--- src/design/akb_pkg.sv ---
package akb_pkg;

  localparam int N_MAX = 8;
  localparam int K_MAX = 7;
  localparam int IW    = 3;
  localparam int AW    = 2 * IW;

  typedef enum logic [2:0] {
    CMD_LOAD_A = 3'd0,
    CMD_LOAD_B = 3'd1,
    CMD_RUN    = 3'd2,
    CMD_READ_H = 3'd3,
    CMD_READ_Q = 3'd4
  } cmd_e;

  typedef enum logic [1:0] {
    CFG_SIZE  = 2'd0,
    CFG_STEPS = 2'd1,
    CFG_TOL   = 2'd2
  } cfg_idx_e;

  typedef enum logic [1:0] {
    RS_DONE  = 2'd0,
    RS_EARLY = 2'd1,
    RS_ZERO  = 2'd2,
    RS_READ  = 2'd3
  } run_status_e;

  typedef enum logic [2:0] {
    MS_BB,
    MS_WW,
    MS_AQ,
    MS_QW,
    MS_HQ
  } mul_sel_e;

  typedef enum logic [2:0] {
    PH_NB,
    PH_QB,
    PH_MV,
    PH_DOT,
    PH_UPD,
    PH_NW,
    PH_QW
  } phase_e;

  typedef enum logic [3:0] {
    ST_IDLE,
    ST_RD_MEM,
    ST_RD_OUT,
    ST_M_RD,
    ST_M_MUL,
    ST_M_ACC,
    ST_M_END,
    ST_SQ_WAIT,
    ST_D_GO,
    ST_D_WAIT
  } state_e;

  typedef struct packed {
    logic          a_we;
    logic          b_we;
    logic [AW-1:0] a_waddr;
    logic [IW-1:0] b_widx;
    logic [AW-1:0] a_raddr;
    logic [AW-1:0] q_raddr;
    logic [AW-1:0] h_raddr;
    logic          q_we;
    logic [AW-1:0] q_waddr;
    logic          h_we;
    logic [AW-1:0] h_waddr;
    logic          h_wsel;
    logic          vld_clr;
    logic          mul_go;
    mul_sel_e      mul_sel;
    logic [IW-1:0] vidx;
    logic [IW-1:0] widx;
    logic          acc_go;
    logic          acc_first;
    logic          acc_exact;
    logic          upd_go;
    logic          w_ld;
    logic          hij_ld;
    logic          sqrt_go;
    logic          div_go;
    logic          div_from_w;
    logic          out_run;
    logic          out_read;
    logic          rd_is_h;
    logic          rd_ok;
    run_status_e   status;
    logic [2:0]    steps;
  } dp_cmd_t;

  typedef struct packed {
    logic        out_busy;
    logic        sqrt_done;
    logic        div_done;
    logic [30:0] nrm;
  } dp_stat_t;

endpackage

--- src/design/akb_ctrl.sv ---
module akb_ctrl (
  input  logic              clk_i,
  input  logic              rst_ni,
  input  logic              cfg_valid_i,
  input  logic [1:0]        cfg_index_i,
  input  logic [31:0]       cfg_data_i,
  output logic              cfg_ready_o,
  input  logic              in_valid_i,
  output logic              in_ready_o,
  input  logic [2:0]        in_cmd_i,
  input  logic [2:0]        in_row_i,
  input  logic [2:0]        in_col_i,
  input  akb_pkg::dp_stat_t stat_i,
  output akb_pkg::dp_cmd_t  cmd_o
);
  import akb_pkg::*;

  state_e      state_q, state_d;
  phase_e      phase_q, phase_d;
  logic [3:0]  size_q, n_q, n_d, i_q, i_d, p_q, p_d, i_nx, p_nx, n_cl;
  logic [2:0]  step_q, k_q, k_d, j_q, j_d, j_nx, last_q, last_d;
  logic [30:0] tol_q;
  logic [2:0]  row_q, row_d, col_q, col_d;
  logic        rdh_q, rdh_d;
  logic [IW-1:0] iix, pix;

  assign cfg_ready_o = 1'b1;
  assign i_nx = i_q + 4'd1;
  assign p_nx = p_q + 4'd1;
  assign j_nx = j_q + 3'd1;
  assign iix  = i_q[IW-1:0];
  assign pix  = p_q[IW-1:0];

  always_comb begin
    if (size_q == 4'd0) n_cl = 4'd1;
    else if (size_q > 4'(N_MAX)) n_cl = 4'(N_MAX);
    else n_cl = size_q;
  end

  always_ff @(posedge clk_i or negedge rst_ni) begin
    if (!rst_ni) begin
      size_q <= 4'(N_MAX);
      step_q <= 3'(K_MAX);
      tol_q  <= 31'd1;
    end else if (cfg_valid_i) begin
      case (cfg_index_i)
        CFG_SIZE:  size_q <= cfg_data_i[3:0];
        CFG_STEPS: step_q <= cfg_data_i[2:0];
        CFG_TOL:   tol_q  <= cfg_data_i[30:0];
        default: ;
      endcase
    end
  end

  always_ff @(posedge clk_i or negedge rst_ni) begin
    if (!rst_ni) begin
      state_q <= ST_IDLE;
      phase_q <= PH_NB;
      n_q     <= 4'd1;
      k_q     <= '0;
      i_q     <= '0;
      p_q     <= '0;
      j_q     <= '0;
      last_q  <= '0;
      row_q   <= '0;
      col_q   <= '0;
      rdh_q   <= 1'b0;
    end else begin
      state_q <= state_d;
      phase_q <= phase_d;
      n_q     <= n_d;
      k_q     <= k_d;
      i_q     <= i_d;
      p_q     <= p_d;
      j_q     <= j_d;
      last_q  <= last_d;
      row_q   <= row_d;
      col_q   <= col_d;
      rdh_q   <= rdh_d;
    end
  end

  always_comb begin
    state_d    = state_q;
    phase_d    = phase_q;
    n_d        = n_q;
    k_d        = k_q;
    i_d        = i_q;
    p_d        = p_q;
    j_d        = j_q;
    last_d     = last_q;
    row_d      = row_q;
    col_d      = col_q;
    rdh_d      = rdh_q;
    in_ready_o = 1'b0;
    cmd_o      = '0;

    cmd_o.a_waddr = {in_row_i, in_col_i};
    cmd_o.b_widx  = in_row_i;
    cmd_o.a_raddr = {iix, pix};
    cmd_o.q_raddr = (phase_q == PH_MV) ? {pix, j_q} : {pix, iix};
    cmd_o.h_raddr = {row_q, col_q};
    cmd_o.vidx    = pix;
    cmd_o.widx    = iix;
    cmd_o.q_waddr = {iix, (phase_q == PH_QB) ? 3'd0 : j_nx};
    cmd_o.h_waddr = {iix, j_q};
    cmd_o.steps   = last_q;
    cmd_o.status  = RS_DONE;
    case (phase_q)
      PH_NB:   cmd_o.mul_sel = MS_BB;
      PH_NW:   cmd_o.mul_sel = MS_WW;
      PH_MV:   cmd_o.mul_sel = MS_AQ;
      PH_DOT:  cmd_o.mul_sel = MS_QW;
      PH_UPD:  cmd_o.mul_sel = MS_HQ;
      default: cmd_o.mul_sel = MS_BB;
    endcase

    case (state_q)
      ST_IDLE: begin
        in_ready_o = !stat_i.out_busy;
        if (in_valid_i && !stat_i.out_busy) begin
          case (in_cmd_i)
            CMD_LOAD_A: cmd_o.a_we = 1'b1;
            CMD_LOAD_B: cmd_o.b_we = 1'b1;
            CMD_RUN: begin
              n_d = n_cl;
              k_d = ({1'b0, step_q} > n_cl - 4'd1) ? 3'(n_cl - 4'd1) : step_q;
              cmd_o.vld_clr = 1'b1;
              phase_d = PH_NB;
              p_d     = '0;
              state_d = ST_M_RD;
            end
            CMD_READ_H, CMD_READ_Q: begin
              row_d   = in_row_i;
              col_d   = in_col_i;
              rdh_d   = (in_cmd_i == CMD_READ_H);
              state_d = ST_RD_MEM;
            end
            default: ;
          endcase
        end
      end
      ST_RD_MEM: begin
        cmd_o.q_raddr = {row_q, col_q};
        state_d = ST_RD_OUT;
      end
      ST_RD_OUT: begin
        cmd_o.out_read = 1'b1;
        cmd_o.rd_is_h  = rdh_q;
        cmd_o.rd_ok    = (col_q != 3'(K_MAX));
        cmd_o.status   = RS_READ;
        state_d = ST_IDLE;
      end
      ST_M_RD: state_d = ST_M_MUL;
      ST_M_MUL: begin
        cmd_o.mul_go = 1'b1;
        state_d = ST_M_ACC;
      end
      ST_M_ACC: begin
        if (phase_q == PH_UPD) begin
          cmd_o.upd_go = 1'b1;
        end else begin
          cmd_o.acc_go    = 1'b1;
          cmd_o.acc_first = (p_q == 4'd0);
          cmd_o.acc_exact = (phase_q == PH_NB) || (phase_q == PH_NW);
        end
        p_d     = p_nx;
        state_d = (p_nx < n_q) ? ST_M_RD : ST_M_END;
      end
      ST_M_END: begin
        p_d     = '0;
        state_d = ST_M_RD;
        case (phase_q)
          PH_NB, PH_NW: begin
            cmd_o.sqrt_go = 1'b1;
            state_d = ST_SQ_WAIT;
          end
          PH_MV: begin
            cmd_o.w_ld = 1'b1;
            if (i_nx < n_q) begin
              i_d = i_nx;
            end else begin
              i_d     = '0;
              phase_d = PH_DOT;
            end
          end
          PH_DOT: begin
            cmd_o.hij_ld = 1'b1;
            cmd_o.h_we   = 1'b1;
            phase_d = PH_UPD;
          end
          PH_UPD: begin
            i_d     = i_nx;
            phase_d = ({1'b0, j_q} >= i_nx) ? PH_DOT : PH_NW;
          end
          default: state_d = ST_IDLE;
        endcase
      end
      ST_SQ_WAIT: begin
        if (stat_i.sqrt_done) begin
          i_d = '0;
          if (phase_q == PH_NB) begin
            if (stat_i.nrm == '0) begin
              cmd_o.out_run = 1'b1;
              cmd_o.status  = RS_ZERO;
              cmd_o.steps   = '0;
              last_d  = '0;
              state_d = ST_IDLE;
            end else begin
              phase_d = PH_QB;
              state_d = ST_D_GO;
            end
          end else begin
            cmd_o.h_we    = 1'b1;
            cmd_o.h_wsel  = 1'b1;
            cmd_o.h_waddr = {j_nx, j_q};
            if ((stat_i.nrm < tol_q) || (stat_i.nrm == '0)) begin
              cmd_o.out_run = 1'b1;
              cmd_o.status  = RS_EARLY;
              cmd_o.steps   = j_nx;
              last_d  = j_nx;
              state_d = ST_IDLE;
            end else begin
              phase_d = PH_QW;
              state_d = ST_D_GO;
            end
          end
        end
      end
      ST_D_GO: begin
        cmd_o.vidx       = iix;
        cmd_o.div_go     = 1'b1;
        cmd_o.div_from_w = (phase_q == PH_QW);
        state_d = ST_D_WAIT;
      end
      ST_D_WAIT: begin
        if (stat_i.div_done) begin
          cmd_o.q_we = 1'b1;
          if (i_nx < n_q) begin
            i_d     = i_nx;
            state_d = ST_D_GO;
          end else begin
            i_d = '0;
            p_d = '0;
            if (phase_q == PH_QB) begin
              j_d = '0;
              if (k_q == '0) begin
                cmd_o.out_run = 1'b1;
                cmd_o.status  = RS_DONE;
                cmd_o.steps   = '0;
                last_d  = '0;
                state_d = ST_IDLE;
              end else begin
                phase_d = PH_MV;
                state_d = ST_M_RD;
              end
            end else begin
              j_d = j_nx;
              if (j_nx < k_q) begin
                phase_d = PH_MV;
                state_d = ST_M_RD;
              end else begin
                cmd_o.out_run = 1'b1;
                cmd_o.status  = RS_DONE;
                cmd_o.steps   = k_q;
                last_d  = k_q;
                state_d = ST_IDLE;
              end
            end
          end
        end
      end
      default: state_d = ST_IDLE;
    endcase
  end
endmodule

--- config.mk ---
export PLATFORM = sky130hd
export DESIGN_NAME = akb_ctrl
export DESIGN_NICKNAME = d
export VERILOG_FILES = /design/src/design/akb_pkg.sv /design/src/design/akb_ctrl.sv
export SDC_FILE = /design/constraint.sdc
export NUM_CORES = 1
export LEC_CHECK = 0
export BUFFER_PORTS_ARGS = -buffer_cell sky130_fd_sc_hd__buf_2
export CORE_UTILIZATION = 25
export DETAILED_ROUTE_END_ITERATION = 8
export PLACE_DENSITY_LB_ADDON = 0.2
export SLEW_MARGIN = 20
export SYNTH_ARGS = -nofsm -noshare
export SYNTH_HDL_FRONTEND = slang
export SYNTH_SLANG_ARGS = --single-unit
--- constraint.sdc ---
create_clock -name clk_i -period 8.55 [get_ports clk_i]
set_input_delay 0.4275 -clock clk_i [delete_from_list [all_inputs] [get_ports clk_i]]
set_output_delay 0.4275 -clock clk_i [all_outputs]
set_load 0.02 [all_outputs]
# --- Word-level counts from Yosys, hierarchy flattened ---
# Index checks and enable logic that the tools add are counted.
op_classes:
  addsub: 4
  n_lt_le_gt_ge: 7
  eq_ne: 39
  n_mux: 102
  n_bitwise: 1
  reduce_logical: 30
ops:
  columns: ["operator", "count"]
  rows:
  - ["$mux 3", 32]
  - ["$mux 4", 19]
  - ["$pmux 4 s9", 1]
  - ["$ne 3x3->1 const B", 11]
  - ["$logic_not 31->1", 1]
  - ["$lt 31x31->1", 1]
  - ["$mux 5", 6]
  - ["$pmux 3 s4", 2]
  - ["$mux 1", 22]
  - ["$pmux 3 s2", 3]
  - ["$eq 4x3->1 const B", 4]
  - ["$mux 8", 2]
  - ["$pmux 4 s2", 2]
  - ["$pmux 4 s4", 1]
  - ["$eq 3x2->1 const B", 4]
  - ["$eq 3x3->1 const B", 4]
  - ["$logic_not 4->1", 3]
  - ["$pmux 4 s3", 1]
  - ["$reduce_and 12->1", 1]
  - ["$mux 2", 5]
  - ["$logic_not 3->1", 3]
  - ["$pmux 3 s3", 1]
  - ["$reduce_and 3->1", 3]
  - ["$add 4x1->4 const B", 2]
  - ["other kinds (35)", 49]
totals:
  reg_bits: 73
  input_bits: 81
  output_inout_bits: 75

# --- Longest topological paths before layout ---
# Gate-level depths: netlist of run 1.
depth:
  word_depth: 7
  ltp_mapped: 11
  depth_no_buf: 11

# --- Worst setup path before layout of run 1 ---
# Ideal clock, no wire load.
synth_path:
  path_kind: "flip-flop to output port"
  start: "reg i_q[0]"
  end: "out cmd_o[0] in the netlist's numbering"
  t_arrival_ns: 2.660
  slack_ns: 5.463
  path_stages_with_launch: 12
  path_buffers: 0
  cell_sequence: "dfrtp_1 -> ha_1 -> xnor2_1 -> inv_1 -> ha_1 -> or3_1 -> o221ai_2 -> nor3_2 -> a21o_1 -> a32oi_1 -> nor2_1 -> a221o_1"
synth_rtl:
  columns: ["item", "line", "source"]
  rows:
  - ["start: declaration", "akb_ctrl.sv:20", "logic [3:0] size_q, n_q, n_d, i_q, i_d, p_q, p_d, i_nx, p_nx, n_cl;"]
  - ["start signal: assignment", "akb_ctrl.sv:73", "i_q <= i_d;"]
  - ["end: declaration", "akb_ctrl.sv:14", "output akb_pkg::dp_cmd_t cmd_o"]

==> results of run 1 <==
[per-layer routing]
| layer | track usage [%] | wire length (µm) | vias up |
|---|---|---|---|
| li1 | - | - | 2248 |
| met1 | 19.1 | 7030 | 2062 |
| met2 | 22.6 | 6630 | 154 |
| met3 | 4.04 | 1060 | 14 |
| met4 | 4.48 | 189 | 0 |
| met5 | 0 | 0 | - |
[worst register-to-register path: stages (launching register included)]
cell and delay, ns:
dfrtp_1 0.48, ha_1 0.25, xnor2_1 0.31, inv_1 0.15
ha_1 0.29, or2_2 0.28, o311a_4 0.16, nor4_4 0.36
a211oi_4 0.13, a311o_1 0.34, or3_1 0.31, o31a_1 0.11
[cell families (layout without fill, tap and decap cells)]
group	after synthesis	count (layout)	synth area share [%]
other	1	3	0.0715
buffers and inverters	91	225	8.45
AO/OA/AOI/OAI	120	120	15.4
multiplexers	54	54	11.5
adder cells (fa/ha/maj)	49	49	11.7
XOR/XNOR	7	7	1.17
flip-flops	73	73	35.0
AND/OR/NAND/NOR	169	169	16.8
[report_power, final]
part	internal (µW)	switching, µW
Sequential	435	99.8
Clock	206	167
Combinational	303	445
[through the flow]
step	cell area, µm²	setup slack (ns)
2_1_floorplan	5240	5.46
3_3_place_gp	6120	4.92
3_5_place_dp	6120	4.92
4_1_cts	6410	4.51
5_1_grt	6420	4.23
6_report	6420	4.59
[synth_stat cells, types with 2 or more instances]
library cell	instances
nand4_1	7
xor2_1	2
a221oi_1	2
buf_6	2
or2_2	5
nor2_1	41
a31oi_1	2
buf_4	22
nand2b_1	10
nand2_1	46
and3_1	3
nor4_1	13
o21a_1	2
nor3_1	9
mux2_2	48
a22o_1	2
dfrtp_1	67
a21boi_0	4
o21ai_0	39
a221o_1	6
and2_1	5
buf_2	3
buf_1	3
nor2b_1	4
clkbuf_1	8
a21oi_1	32
dfstp_2	6
o21ba_2	2
nand3_1	5
nand3b_1	3
inv_1	53
xnor2_1	5
ha_1	49
o41a_1	2
nor4_4	2
or3_1	6
mux2i_1	5
o31a_1	2
o31ai_1	2
nor3b_1	2
a21o_1	4
[sequential cells by signal, summed over array words and instances (netlist names), 4 cells and up]
register,flops
i_q,4
p_q,4
state_q,4
n_q,4
tol_q,31
size_q,4
[worst min path at each step]
stage | start | to | slack [ns] | cells past startpoint
detailed placement | rst_ni | rdh_q$_DFFE_PN0P_ | 0.21 | 1
CTS | cfg_data_i[12] | tol_q[12]$_DFFE_PN0P_ | 0.29 | 2
global placement | rst_ni | rdh_q$_DFFE_PN0P_ | 0.22 | 1
finish | cfg_data_i[11] | tol_q[11]$_DFFE_PN0P_ | 0.30 | 2
global route | cfg_data_i[13] | tol_q[13]$_DFFE_PN0P_ | 0.30 | 2
floorplan | rst_ni | col_q[0]$_DFFE_PN0P_ | 0.13 | 0
[final cells by class]
type                    count  area, µm²
clock buffers              11        243
multi-input cells         400       2970
fillers                  2205      14000
inverters                  53        199
diodes                      2       5.00
clock inverters             5       40.0
well taps                 270        338
flip-flops and latches     73       1830
repair buffers            156        797
[what timing repair did]
item / 4_1_cts / 5_1_grt
setup endpoints to repair: 0 / 0
endpoints found under the hold margin: 1 / 0
hold buffers: 1 / 0
==> impl_metrics.tcl, run 1 <==
set metrics [dict create \
    track_usage_pct 14.4 \
    drc 0 \
    antenna_found_initial 2 \
    place_inst 951 \
    die_w_um 147 \
    io_buffers 153 \
    grt_pass1_wl_um 24100 \
    post-synth-top-area-cell "dfrtp_1" \
    cp-start-kind "flip-flop" \
    die_area_um2 21600 \
    synth_area_um2 5240 \
    cts_sinks 73 \
    synth_area_leaders "dfrtp_1, ha_1, mux2_2" \
    fin_worst_skew_ns 0.00656 \
    via_count 4478 \
    drtIter0Drc 211 \
    die_y_um 147 \
    fin_crit_sh_pct 46.4 \
    synth_edf_count 0 \
    final_cell_mix "buf_2, dfrtp_1, inv_1, ha_1, mux2_2" \
    mostFrequentLayoutCell "buf_2" \
    firstDrtPassIters 5 \
    endpoint "cmd_o[0]" \
    grt-ovfl-total 0 \
    cts_tree "built" \
    gp_congestion 0.812 \
    ys_seq_elements 73 \
    finalSetupViolCount 0 \
    r2r_cells 11 \
    r2r-end "phase_q[2]$_DFFE_PN0P_" \
    crit_slowest_cell "dfrtp_1" \
    rsz0062_at_grt "no" \
    core-area_um2 20400 \
    grt_max_degree 73 \
    cts.clk_slew.worst_paths_ns 0.06 \
    layout-drive-gt1-share_pct 34.5 \
    synth_cell_types 70 \
    tightest_slew_ns 0.778 \
    syn_inst 564 \
    max_freq_mhz 252 \
    regToRegSetupSlack_ns 5.29 \
    critical_path_class "reg -> out" \
    ys.flop_type "dfrtp_1" \
    maxSlewHeadroom_pct 47.9 \
    drv_cap 0 \
    num_rows 52 \
    status "completed" \
    syn_area_per_cell_um2 9.30 \
    post_cts_resized 0 \
    powerDensity_nw_per_um2 258 \
    period_needed_ns 3.96 \
    fin_hold_ws_ns 0.303 \
    routed_wl_um 14900 \
    cpMostUsedCell "ha_1" \
    utilization_pct 31.4 \
    htreeDepth 3 \
    fin_nets 823 \
    grt_pass1_vias 4376 \
    hp-class "in -> reg" \
    synth_nets 694 \
    crit_cells 12 \
    wire_per_inst_um 15.4 \
    total_power_uw 1660 \
    path_cells "ha_1, xnor2_1, inv_1, ha_1, or3_1, o221ai_2, nor3_2, o21ai_0, a32oi_1, nor2_1, a221o_1, buf_2" \
    required_ns 8.12 \
    tns_ns 0 \
    ir_worst_vdd_mv 0.0938 \
    crit_fanout 12 \
    cp.arrival_ns 3.54 \
    pin_count 156 \
    finalHoldViolations 0 \
    critPathTopFamily "compound AO/OA/AOI/OAI gates" \
    via_per_inst 4.62 \
    clockRootBuffer "clkbuf_16" \
    ys_seq_area_share_pct 35.0 \
    syn2layout_area_growth_pct 22.5 \
    yosys_warnings 0 \
    p_leak_uw 0.00316 \
    cts_buffers 9 \
    async_flop_share_pct 100 \
    crit_path_max_incr_delay_ns 0.52 \
    maxSlewViolCount 0 \
    endpoint_kind "output pin" \
    final_antenna_net_count 0 \
    post-cts-setup-buffers 0 \
    start_util_pct 25.7 \
    critPathLaunch "i_q[0]$_DFFE_PN0P_" \
    critical_path_buf_inv_count 2 \
    r2r-start "j_q[0]$_DFFE_PN0P_" \
    synth_top_cell_area_share_pct 32.0 \
    clock_path_buffers 2 \
    fin_cells 970 \
    dp_hpwl_um 11500 \
    clk-insertion-delay-late_ns 0.35 \
]
Note: power is estimated with default switching activity, not from simulation.
==> inputs of run 2 (changes only) <==
clock period = 3.8 ns   (was 8.55 ns; I/O delays follow)
==> run 2 against run 1 <==
Utilization up 0.32 points. Count of clock-buffer cells in the layout unchanged. Sequential power up 120%. First-iteration DRC count down 29%. Worst hold slack worse by 0.23 ns.
==> impl_metrics.tcl, run 2 (synthesis results as in run 1) <==
set metrics [dict create \
    wire_per_inst_um 15.1 \
    clk-insertion-delay-late_ns 0.35 \
    p_leak_uw 0.00321 \
    clock_path_buffers 2 \
    ir_worst_vdd_mv 0.223 \
    final_cell_mix "buf_2, dfrtp_1, inv_1, ha_1, mux2_2" \
    tightest_slew_ns 0.742 \
    via_per_inst 4.59 \
    firstDrtPassIters 4 \
    rsz0062_at_grt "no" \
    clockRootBuffer "clkbuf_16" \
    cts_buffers 9 \
    utilization_pct 31.8 \
    grt_pass1_vias 4343 \
    fin_worst_skew_ns 0.00544 \
    finalSetupViolCount 0 \
    syn2layout_area_growth_pct 23.7 \
    critical_path_class "reg -> out" \
    finalHoldViolations 0 \
    routed_wl_um 14700 \
    cp-start-kind "flip-flop" \
    endpoint_kind "output pin" \
    grt_max_degree 54 \
    grt-ovfl-total 0 \
    die_w_um 147 \
    gp_congestion 0.822 \
    drtIter0Drc 150 \
    required_ns 3.61 \
    top_register "tol_q" \
    pre_cts_ws_ns 0.528 \
    die_y_um 147 \
    io_buffers 153 \
    r2r_cells 11 \
    cp.arrival_ns 3.39 \
    die_area_um2 21600 \
    cts_tree "built" \
    htreeDepth 3 \
    maxSlewViolCount 0 \
    cts_sinks 73 \
    track_usage_pct 14.1 \
    max_freq_mhz 279 \
    start_util_pct 25.7 \
    hp-class "in -> reg" \
    grt_pass1_wl_um 23500 \
    antenna_found_initial 3 \
    dp_hpwl_um 11600 \
    period_needed_ns 3.58 \
    core-area_um2 20400 \
    status "completed" \
    final_area_um2 6490 \
    maxSlewHeadroom_pct 49.9 \
    crit_fanout 9 \
    whs_path_depth 2 \
    largest_reg_flops 31 \
    fin_nets 827 \
    final_antenna_net_count 0 \
    num_rows 52 \
    via_count 4467 \
    tns_ns 0 \
    regToRegSetupSlack_ns 0.57 \
    powerDensity_nw_per_um2 589 \
    mostFrequentLayoutCell "buf_2" \
    drv_cap 0 \
    placed_area_um2 6150 \
    finalWorstSetupSlack_ns 0.218 \
    drc 0 \
    fin_crit_sh_pct 94.3 \
    cts.clk_slew.worst_paths_ns 0.06 \
    pin_count 156 \
    layout-drive-gt1-share_pct 35.0 \
]
==> run 2: timing repair <==
| action | in CTS | in global routing |
|---|---|---|
| endpoints found under the setup margin | 0 | 2 |
| buffers inserted | 0 | 0 |
| gates resized for setup | 0 | 1 |
| hold buffers | 1 | 0 |
| hold endpoints to repair | 52 | 0 |
==> run 2: through the flow <==
step	hold WS [ns]	total power (µW)	cells
finish	0.0697	3820	974
global route	0.0548	4130	973
CTS	0.0554	3880	972
detailed placement	0.310	2930	955
global placement	0.315	2920	955
floorplan	-0.106	2440	564
==> run 2: cell type report <==
cell class | count | area (µm²)
diodes | 2 | 5.00
clock buffers | 11 | 253
clock inverters | 5 | 62.6
fillers | 2208 | 13900
inverters | 53 | 199
multi-input cells | 400 | 2970
flip-flops and latches | 73 | 1830
well taps | 270 | 338
repair buffers | 160 | 823
==> run 2: worst paths after layout <==
kind | startpoint | to
min | cfg_data_i[13] | tol_q[13]$_DFFE_PN0P_
min reg2reg | n_q[1]$_DFFE_PN0P_ | n_q[1]$_DFFE_PN0P_
min in group asynchronous | rst_ni | rdh_q$_DFFE_PN0P_
max reg2reg | j_q[0]$_DFFE_PN0P_ | phase_q[2]$_DFFE_PN0P_
max | i_q[1]$_DFFE_PN0P_ | cmd_o[0]
max in group asynchronous | rst_ni | n_q[0]$_DFFE_PN1P_
==> run 2: worst max-delay path, cell delays in order (launching register included) <==
cell and delay, ns:
dfrtp_1 0.48, ha_1 0.24, xnor2_1 0.23, inv_1 0.07, ha_1 0.18, or3_1 0.35, o221ai_2 0.41, nor3_4 0.13
a21o_1 0.20, a32oi_1 0.18, nor2_1 0.07, a221o_1 0.32, buf_2 0.18
==> run 2: routing by layer <==
metal / routed length (µm) / up-vias / GRT usage (%)
li1: - / 2252 / -
met1: 6890 / 2054 / 18.5
met2: 6470 / 144 / 22.1
met3: 1170 / 15 / 4.75
met4: 178 / 2 / 3.80
met5: 10 / - / 0
==> run 2: where the power goes <==
group / leakage (µW) / switching [µW] / total [µW] / internal [µW]
combinational: 0.00218 / 1020 / 1720 / 699
clock: 0.000148 / 371 / 919 / 548
sequential: 0.000884 / 200 / 1180 / 979
total: 0.00321 / 1590 / 3820 / 2230
==> inputs of run 3 (changes only) <==
ABC_AREA = 1   (was unset)
CORE_MARGIN = 1.5   (was unset)
CTS_CLUSTER_SIZE = 30   (was unset)
==> run 3 against run 2 <==
Area after synthesis is 4.0% higher. Synthesized cell count grew 30%. Combinational power grew 7%. Worst setup slack improved by 0.50 ns. Sequential cell count stayed put. Sequential share of layout area decreased by 0.85 points. Die area rose by 5.3%. Clock skew increased by 0.0048 ns. Fmax up 16%. Utilization down 0.23 points. Largest power group unchanged. Highest routed layer is now met4.
==> impl_metrics.tcl, run 3 <==
set metrics [dict create \
    finalSetupViolCount 0 \
    post-synth-top-area-cell "dfrtp_1" \
    yosys_warnings 0 \
    n_antenna_cell 0 \
    required_ns 3.61 \
    path_cells "ha_1, xnor2_1, inv_1, ha_1, nand3_1, nand2_1, nand2_1, a211oi_1, nor2_1, nand3_1, buf_2" \
    cts.clk_slew.worst_paths_ns 0.06 \
    regToRegSetupSlack_ns 1.25 \
    ir_worst_vdd_mv 0.196 \
    synthTopCellsByCount "nand2_1, inv_1, nor2_1" \
    synth_top_cell_area_share_pct 30.7 \
    via_per_inst 4.30 \
    wire_per_inst_um 12.9 \
    critical_path_class "reg -> out" \
    firstDrtPassIters 4 \
    cts_sinks 73 \
    drc 0 \
    final_cell_mix "nand2_1, buf_2, inv_1, nor2_1, dfrtp_1" \
    multi_input_area_um2 2950 \
    antenna_found_initial 0 \
    ys_seq_area_share_pct 33.6 \
    die_y_um 151 \
    maxSlewViolCount 0 \
    grt-ovfl-total 0 \
    mostFrequentLayoutCell "nand2_1" \
    layout-drive-gt1-share_pct 26.7 \
    pin_count 156 \
    hp-class "in -> reg" \
    clockRootBuffer "clkbuf_16" \
    final_antenna_net_count 0 \
    top_register "tol_q" \
    num_rows 53 \
    ys.flop_type "dfrtp_1" \
    max_freq_mhz 324 \
    syn2layout_area_growth_pct 22.6 \
    r2r-end "k_q[2]$_DFFE_PN0P_" \
    critPathLaunch "i_q[0]$_DFFE_PN0P_" \
    utilization_pct 31.5 \
    crit_fanout 10 \
    fin_nets 1002 \
    fin_hold_ws_ns 0.0899 \
    fin_worst_skew_ns 0.0103 \
    die_w_um 151 \
    core-area_um2 21200 \
    r2r_cells 10 \
    critical_path_buf_inv_count 2 \
    crit_slowest_cell "dfrtp_1" \
    routed_wl_um 14900 \
    largest_reg_flops 31 \
    fin_crit_sh_pct 81.1 \
    tightest_slew_ns 0.712 \
    yosysMostFrequentCell "nand2_1" \
    dp_hpwl_um 12000 \
    cts_buffers 9 \
    tns_ns 0 \
    crit_path_max_incr_delay_ns 0.49 \
    powerDensity_nw_per_um2 574 \
    r2r-start "size_q[2]$_DFFE_PN0P_" \
    start_util_pct 25.7 \
    async_flop_share_pct 100 \
    period_needed_ns 3.08 \
    finalHoldViolations 0 \
    syn_area_per_cell_um2 7.41 \
    synth_cell_types 44 \
    io_buffers 153 \
    drtIter0Drc 240 \
    cp-start-kind "flip-flop" \
    grt_pass1_wl_um 23700 \
    via_count 4951 \
    endpoint "cmd_o[1]" \
    regArea_um2 1830 \
    syn_inst 736 \
    maxSlewHeadroom_pct 52.5 \
    cp.arrival_ns 2.89 \
    grt_max_degree 74 \
    synth_nets 866 \
    endpoint_kind "output pin" \
    die_area_um2 22700 \
    nFillCells 2381 \
    synth_area_um2 5450 \
    cts_tree "built" \
    synth_area_leaders "dfrtp_1, ha_1, nand2_1" \
    clock_path_buffers 2 \
    synth_edf_count 0 \
    drv_cap 0 \
    critPathTopFamily "simple AND/OR/NAND/NOR gates" \
    ys_seq_elements 73 \
    post_cts_resized 0 \
    status "completed" \
    crit_cells 11 \
    rsz0062_at_grt "no" \
    p_leak_uw 0.00370 \
    gp_congestion 0.801 \
    track_usage_pct 13.6 \
    clk-insertion-delay-late_ns 0.34 \
    htreeDepth 3 \
    grt_pass1_vias 4660 \
]
run 3: changes by cell type after synthesis, moves of 9 or more:
cell | before | now
nand3_1 | 5 | 36
a21oi_1 | 32 | 47
nand2_1 | 46 | 154
nor2_4 | 0 | 9
nor2_1 | 41 | 93
inv_2 | 0 | 14
nor4_1 | 13 | 0
nand2b_1 | 10 | 0
mux2_2 | 48 | 7
inv_1 | 53 | 107
run 3: cell type report:
cell class                 count  share of cell area [%]
clock inverter                 7                    1.05
inverter                     125                    7.09
tap                          275                    5.14
multi-input combinational    508                    44.1
timing repair buffer         155                    11.8
clock buffer                   9                    3.37
sequential                    73                    27.4
run 3: worst min path at each step:
stage,start,to,cells past startpoint
6_report,cfg_data_i[10],tol_q[10]$_DFFE_PN0P_,3
3_3_place_gp,rst_ni,tol_q[13]$_DFFE_PN0P_,1
2_1_floorplan,rst_ni,col_q[0]$_DFFE_PN0P_,0
5_1_grt,cfg_data_i[8],tol_q[8]$_DFFE_PN0P_,3
3_5_place_dp,rst_ni,tol_q[12]$_DFFE_PN0P_,1
4_1_cts,rst_ni,tol_q[12]$_DFFE_PN0P_,1
run 3: cell families (layout without fill, tap and decap cells):
group           count (synthesis)  in the layout  share of synthesized area [%]
fa+ha+maj                      49             49                           11.2
xor+xnor                        6              6                          0.964
flops                          73             73                           33.6
compound gates                117            117                           12.0
buf+inv                       155            296                           12.3
simple gates                  328            328                           28.3
mux                             7              7                           1.45
other cells                     1              1                         0.0688
run 3: per-stage QoR:
stage | setup WS, ns | total power (µW) | cell area, µm² | cells
2_1_floorplan | 1.46 | 2520 | 5450 | 736
3_3_place_gp | 1.06 | 3010 | 6380 | 1135
3_5_place_dp | 1.07 | 3010 | 6380 | 1135
4_1_cts | 0.667 | 3920 | 6680 | 1151
5_1_grt | 0.431 | 4190 | 6690 | 1152
6_report | 0.717 | 3840 | 6690 | 1152
run 3: worst reg2reg max path, cell delays in order (launching register included):
cell	delay, ns
dfrtp_1	0.37
nor2_1	0.05
o21ai_0	0.45
ha_1	0.26
xor2_1	0.08
ha_1	0.28
inv_1	0.05
o31ai_1	0.52
o21ai_0	0.15
a21oi_1	0.17
a21oi_1	0.06
run 3: timing repair:
item / 4_1_cts / 5_1_grt
hold endpoints to repair: 0 / 67
setup buffers: 0 / 0
hold buffers: 0 / 1
endpoints found under the setup margin: 0 / 0
run 3: power by group:
part	switching [µW]	leakage (µW)	internal, µW
combinational	1200	0.00268	644
sequential	159	0.000870	969
clock	361	0.000146	509
run 3: layer usage:
| metal | up-vias | track usage, % | part of all wire (%) |
|---|---|---|---|
| li1 | 2605 | - | - |
| met1 | 2230 | 18.0 | 48 |
| met2 | 104 | 22.5 | 47 |
| met3 | 12 | 2.33 | 4.2 |
| met4 | 0 | 4.32 | 1.5 |
| met5 | - | 0 | 0 |
